--- src/hw/rtl/ssmc_ram.sv ---
// Generic single-write, single-read RAM with registered, enabled read data.
// No dependencies.
module ssmc_ram #(
   parameter int WIDTH = 8,
   parameter int DEPTH = 16
) (
   input  logic                                         clock,
   input  logic                                         we,
   input  logic [((DEPTH > 1) ? $clog2(DEPTH) : 1)-1:0] waddr,
   input  logic [WIDTH-1:0]                             wdata,
   input  logic                                         re,
   input  logic [((DEPTH > 1) ? $clog2(DEPTH) : 1)-1:0] raddr,
   output logic [WIDTH-1:0]                             rdata
);
   logic [WIDTH-1:0] mem_ff [DEPTH];
   logic [WIDTH-1:0] rdata_ff;

   always_ff @(posedge clock) begin
      if (we) begin
         mem_ff[waddr] <= wdata;
      end
      // hold the read data until the next read
      if (re) begin
         rdata_ff <= mem_ff[raddr];
      end
   end

   assign rdata = rdata_ff;
endmodule

--- config.mk ---
export PLATFORM = sky130hd
export DESIGN_NAME = ssmc_ram
export DESIGN_NICKNAME = d
export VERILOG_FILES = /design/src/hw/rtl/ssmc_ram.sv
export SDC_FILE = /design/constraint.sdc
export NUM_CORES = 1
export LEC_CHECK = 0
export ABC_AREA = 0
export BUFFER_PORTS_ARGS = -buffer_cell sky130_fd_sc_hd__buf_2
export CORE_MARGIN = 4
export CORE_UTILIZATION = 25
export DETAILED_ROUTE_END_ITERATION = 7
export PLACE_DENSITY_LB_ADDON = 0.08
export SYNTH_ARGS = -nofsm -noshare
export SYNTH_HDL_FRONTEND = slang
export SYNTH_SLANG_ARGS = --single-unit
--- constraint.sdc ---
create_clock -name clock -period 1.91 [get_ports clock]
set_input_delay 0.382 -clock clock [delete_from_list [all_inputs] [get_ports clock]]
set_output_delay 0.382 -clock clock [all_outputs]
set_load 0.005 [all_outputs]
==> flow_summary.yaml <==
outcome:
  status: "finished clean"
route:
  drt_first_pass_iters: 4
  drc: 0
  wl_per_cell_um: 20.73
  wirelength_um: 11840
  initialDrtViolationCount: 145
  viasPerCell: 4.313
  via_count: 2463
  ant_nets: 0
synthesis:
  synth_cell_types: 18
  synth_top_family_by_area: "multiplexers"
  syn_inst: 229
  synthAdderAreaFrac: 0
  synth-compound-area-share: 0.02298
  synth_fp_nets: 248
  yosysWarnings: 0
  synth_xor_area_frac: 0
  yosysSeqAreaShare: 0.7812
  synth-seq-cells: 136
  syn_area_um2: 5228
  synth-simple-area-share: 0.03135
  muxShareOfSynthArea: 0.1479
  syn_avg_cell_area_um2: 22.83
layout:
  area_growth_pct: 21.54
  finish.net_count: 307
  diodes: 0
  layout_common_cells: "edfxtp_1 (136), buf_2 (26), buf_4 (20)"
  design_area_um2: 6354
  utilization: 0.3110
  mostFrequentLayoutCell: "edfxtp_1"
  drive_gt1_frac: 0.3189
timing:
  min_period_ns: 1.559
  period_share: 0.8162
  rsz0062_at_grt: "no"
  relSlewSlack: 0.4732
  setup_viol: 0
  fmax_ghz: 0.6415
  hold_slack_ns: 0.3431
  hold_viol_final: 0
  slew_viol_final: 0
  skew_ns: 0.005919
  tightest_slew_ns: 0.7886
die:
  die_h_um: 152.6
  io_pins: 27
  die_w_um: 152.6
  rows: 52
  core_um2: 20430
  die-area_um2: 23290
  start_util: 0.2559
global_route:
  overflow: 0
  grt_pass1_vias: 2768
  grt_first_pass_wirelength_um: 18010
  antenna_found_initial: 0
  grt_max_degree: 24
  grt.total_usage: 0.1066
placed_design:
  dp_hpwl_um: 7918
  portBuffers: 26
  placed_area_um2: 5839
  gp_congestion: 0.6499
pwr:
  peakVddDrop_v: 0.0005173
  intPower_mw: 5.139
  switching_share: 0.2152
  share_seq_of_total_power: 0.517
  combPwrFrac: 0.050
  cellPowerDensity_nw_per_um2: 1031
  power_frac_clock: 0.433
  p_leak_nw: 2.090
  p_sw_mw: 1.409
hold_path:
  hp-class: "primary input to register"
setup_path:
  path_cells: "buf_2 -> buf_12 -> mux4_1 -> a22oi_1 -> nand2_1"
  cp_slowest_stage_delay_ns: 0.60
  critical_path.slowest_cell: "mux4_1"
  cp_top_family: "multiplexers"
  startpoint_type: "primary input"
  crit_type: "primary input to register"
  endpoint_kind: "register"
  cp.required_ns: 2.06
  path_max_fanout: 15
  arrival_ns: 1.71
  path_buf_inv: 2
cts:
  clock-sinks: 136
  tritoncts: "yes"
  cts-root-buf: "clkbuf_16"
  path_clk_slew_ns: 0.06
  hold_buffers: 0
  cts_max_level: 4
  clockBufferDepth: 2
  clock_latency_ns: 0.41
  post_cts_buffers: 0
  cts_resized: 0
  cts-buffers-inserted: 17
run:
  drv_cap: 0
synth_stat cells:
cell type / count / area [um2]
nand3_1: 1 / 5.000
and2b_1: 1 / 7.510
buf_6: 3 / 33.78
mux4_1: 14 / 367.9
or3b_2: 1 / 8.760
nor3_1: 4 / 20.02
nand2b_1: 2 / 12.51
edfxtp_1: 136 / 4084
and2_1: 1 / 6.260
clkdlybuf4s25_2: 3 / 30.03
nand3b_1: 2 / 15.01
nand2_1: 9 / 33.78
mux4_2: 18 / 405.4
nor2b_1: 1 / 6.260
buf_2: 3 / 15.01
a22oi_1: 16 / 120.1
buf_4: 1 / 7.510
nor2_1: 13 / 48.80
metrics by stage:
step	TNS, ns	setup WS [ns]	power (mW)	instances
5_1_grt	0	0.2878	6.836	571
6_report	0	0.3511	6.548	571
4_1_cts	0	0.3084	6.637	571
3_5_place_dp	-0.3856	-0.1379	3.789	539
2_1_floorplan	0	0.03513	3.608	229
3_3_place_gp	-0.4068	-0.1165	3.787	539
kinds of logic (layout without fill, tap and decap cells):
family                 after synthesis  after routing
flip-flops                         136            136
multiplexers                        32             32
buffers and inverters               10             82
AO/OA/AOI/OAI                       16             16
AND/OR/NAND/NOR                     35             35
sequential cells by signal (all words and copies together) (netlist names):
register,count
mem_ff,128
rdata,8
layer usage:
layer / up-vias / part of all wire / global-route usage
met5: - / 0 / 0
met4: 0 / 0.0090 / 0.02927
met3: 9 / 0.034 / 0.03380
met2: 48 / 0.46 / 0.1579
met1: 1305 / 0.50 / 0.1519
li1: 1101 / - / -
final timing paths:
kind,depth (start not counted),start,slack (ns),end
worst min-delay path,1,re,0.34,rdata[3]
worst max-delay path,5,raddr[0],0.35,rdata[0]
worst max register to register,3,mem_ff[1][0],0.39,rdata[0]
worst min register to register,3,mem_ff[7][1],0.75,rdata[1]
power by group through the flow:
stage                     sequential, mW  clock (mW)  combinational, mW
after global routing                3.39        3.08              0.361
after detailed placement            3.45           0              0.341
after global placement              3.45           0              0.339
after floorplan                     3.44           0              0.170
final                               3.39        2.84              0.326
after CTS                           3.39        2.91              0.341
final cells by class:
cell class	instances	area, um2
sequential	136	4084
clock inverter	14	85.08
multi-input combinational	83	1057
clock buffer	18	429.2
tap	270	337.8
timing repair buffer	50	360.3
fill	2023	14080
Note: power is estimated with default switching activity, not from simulation.
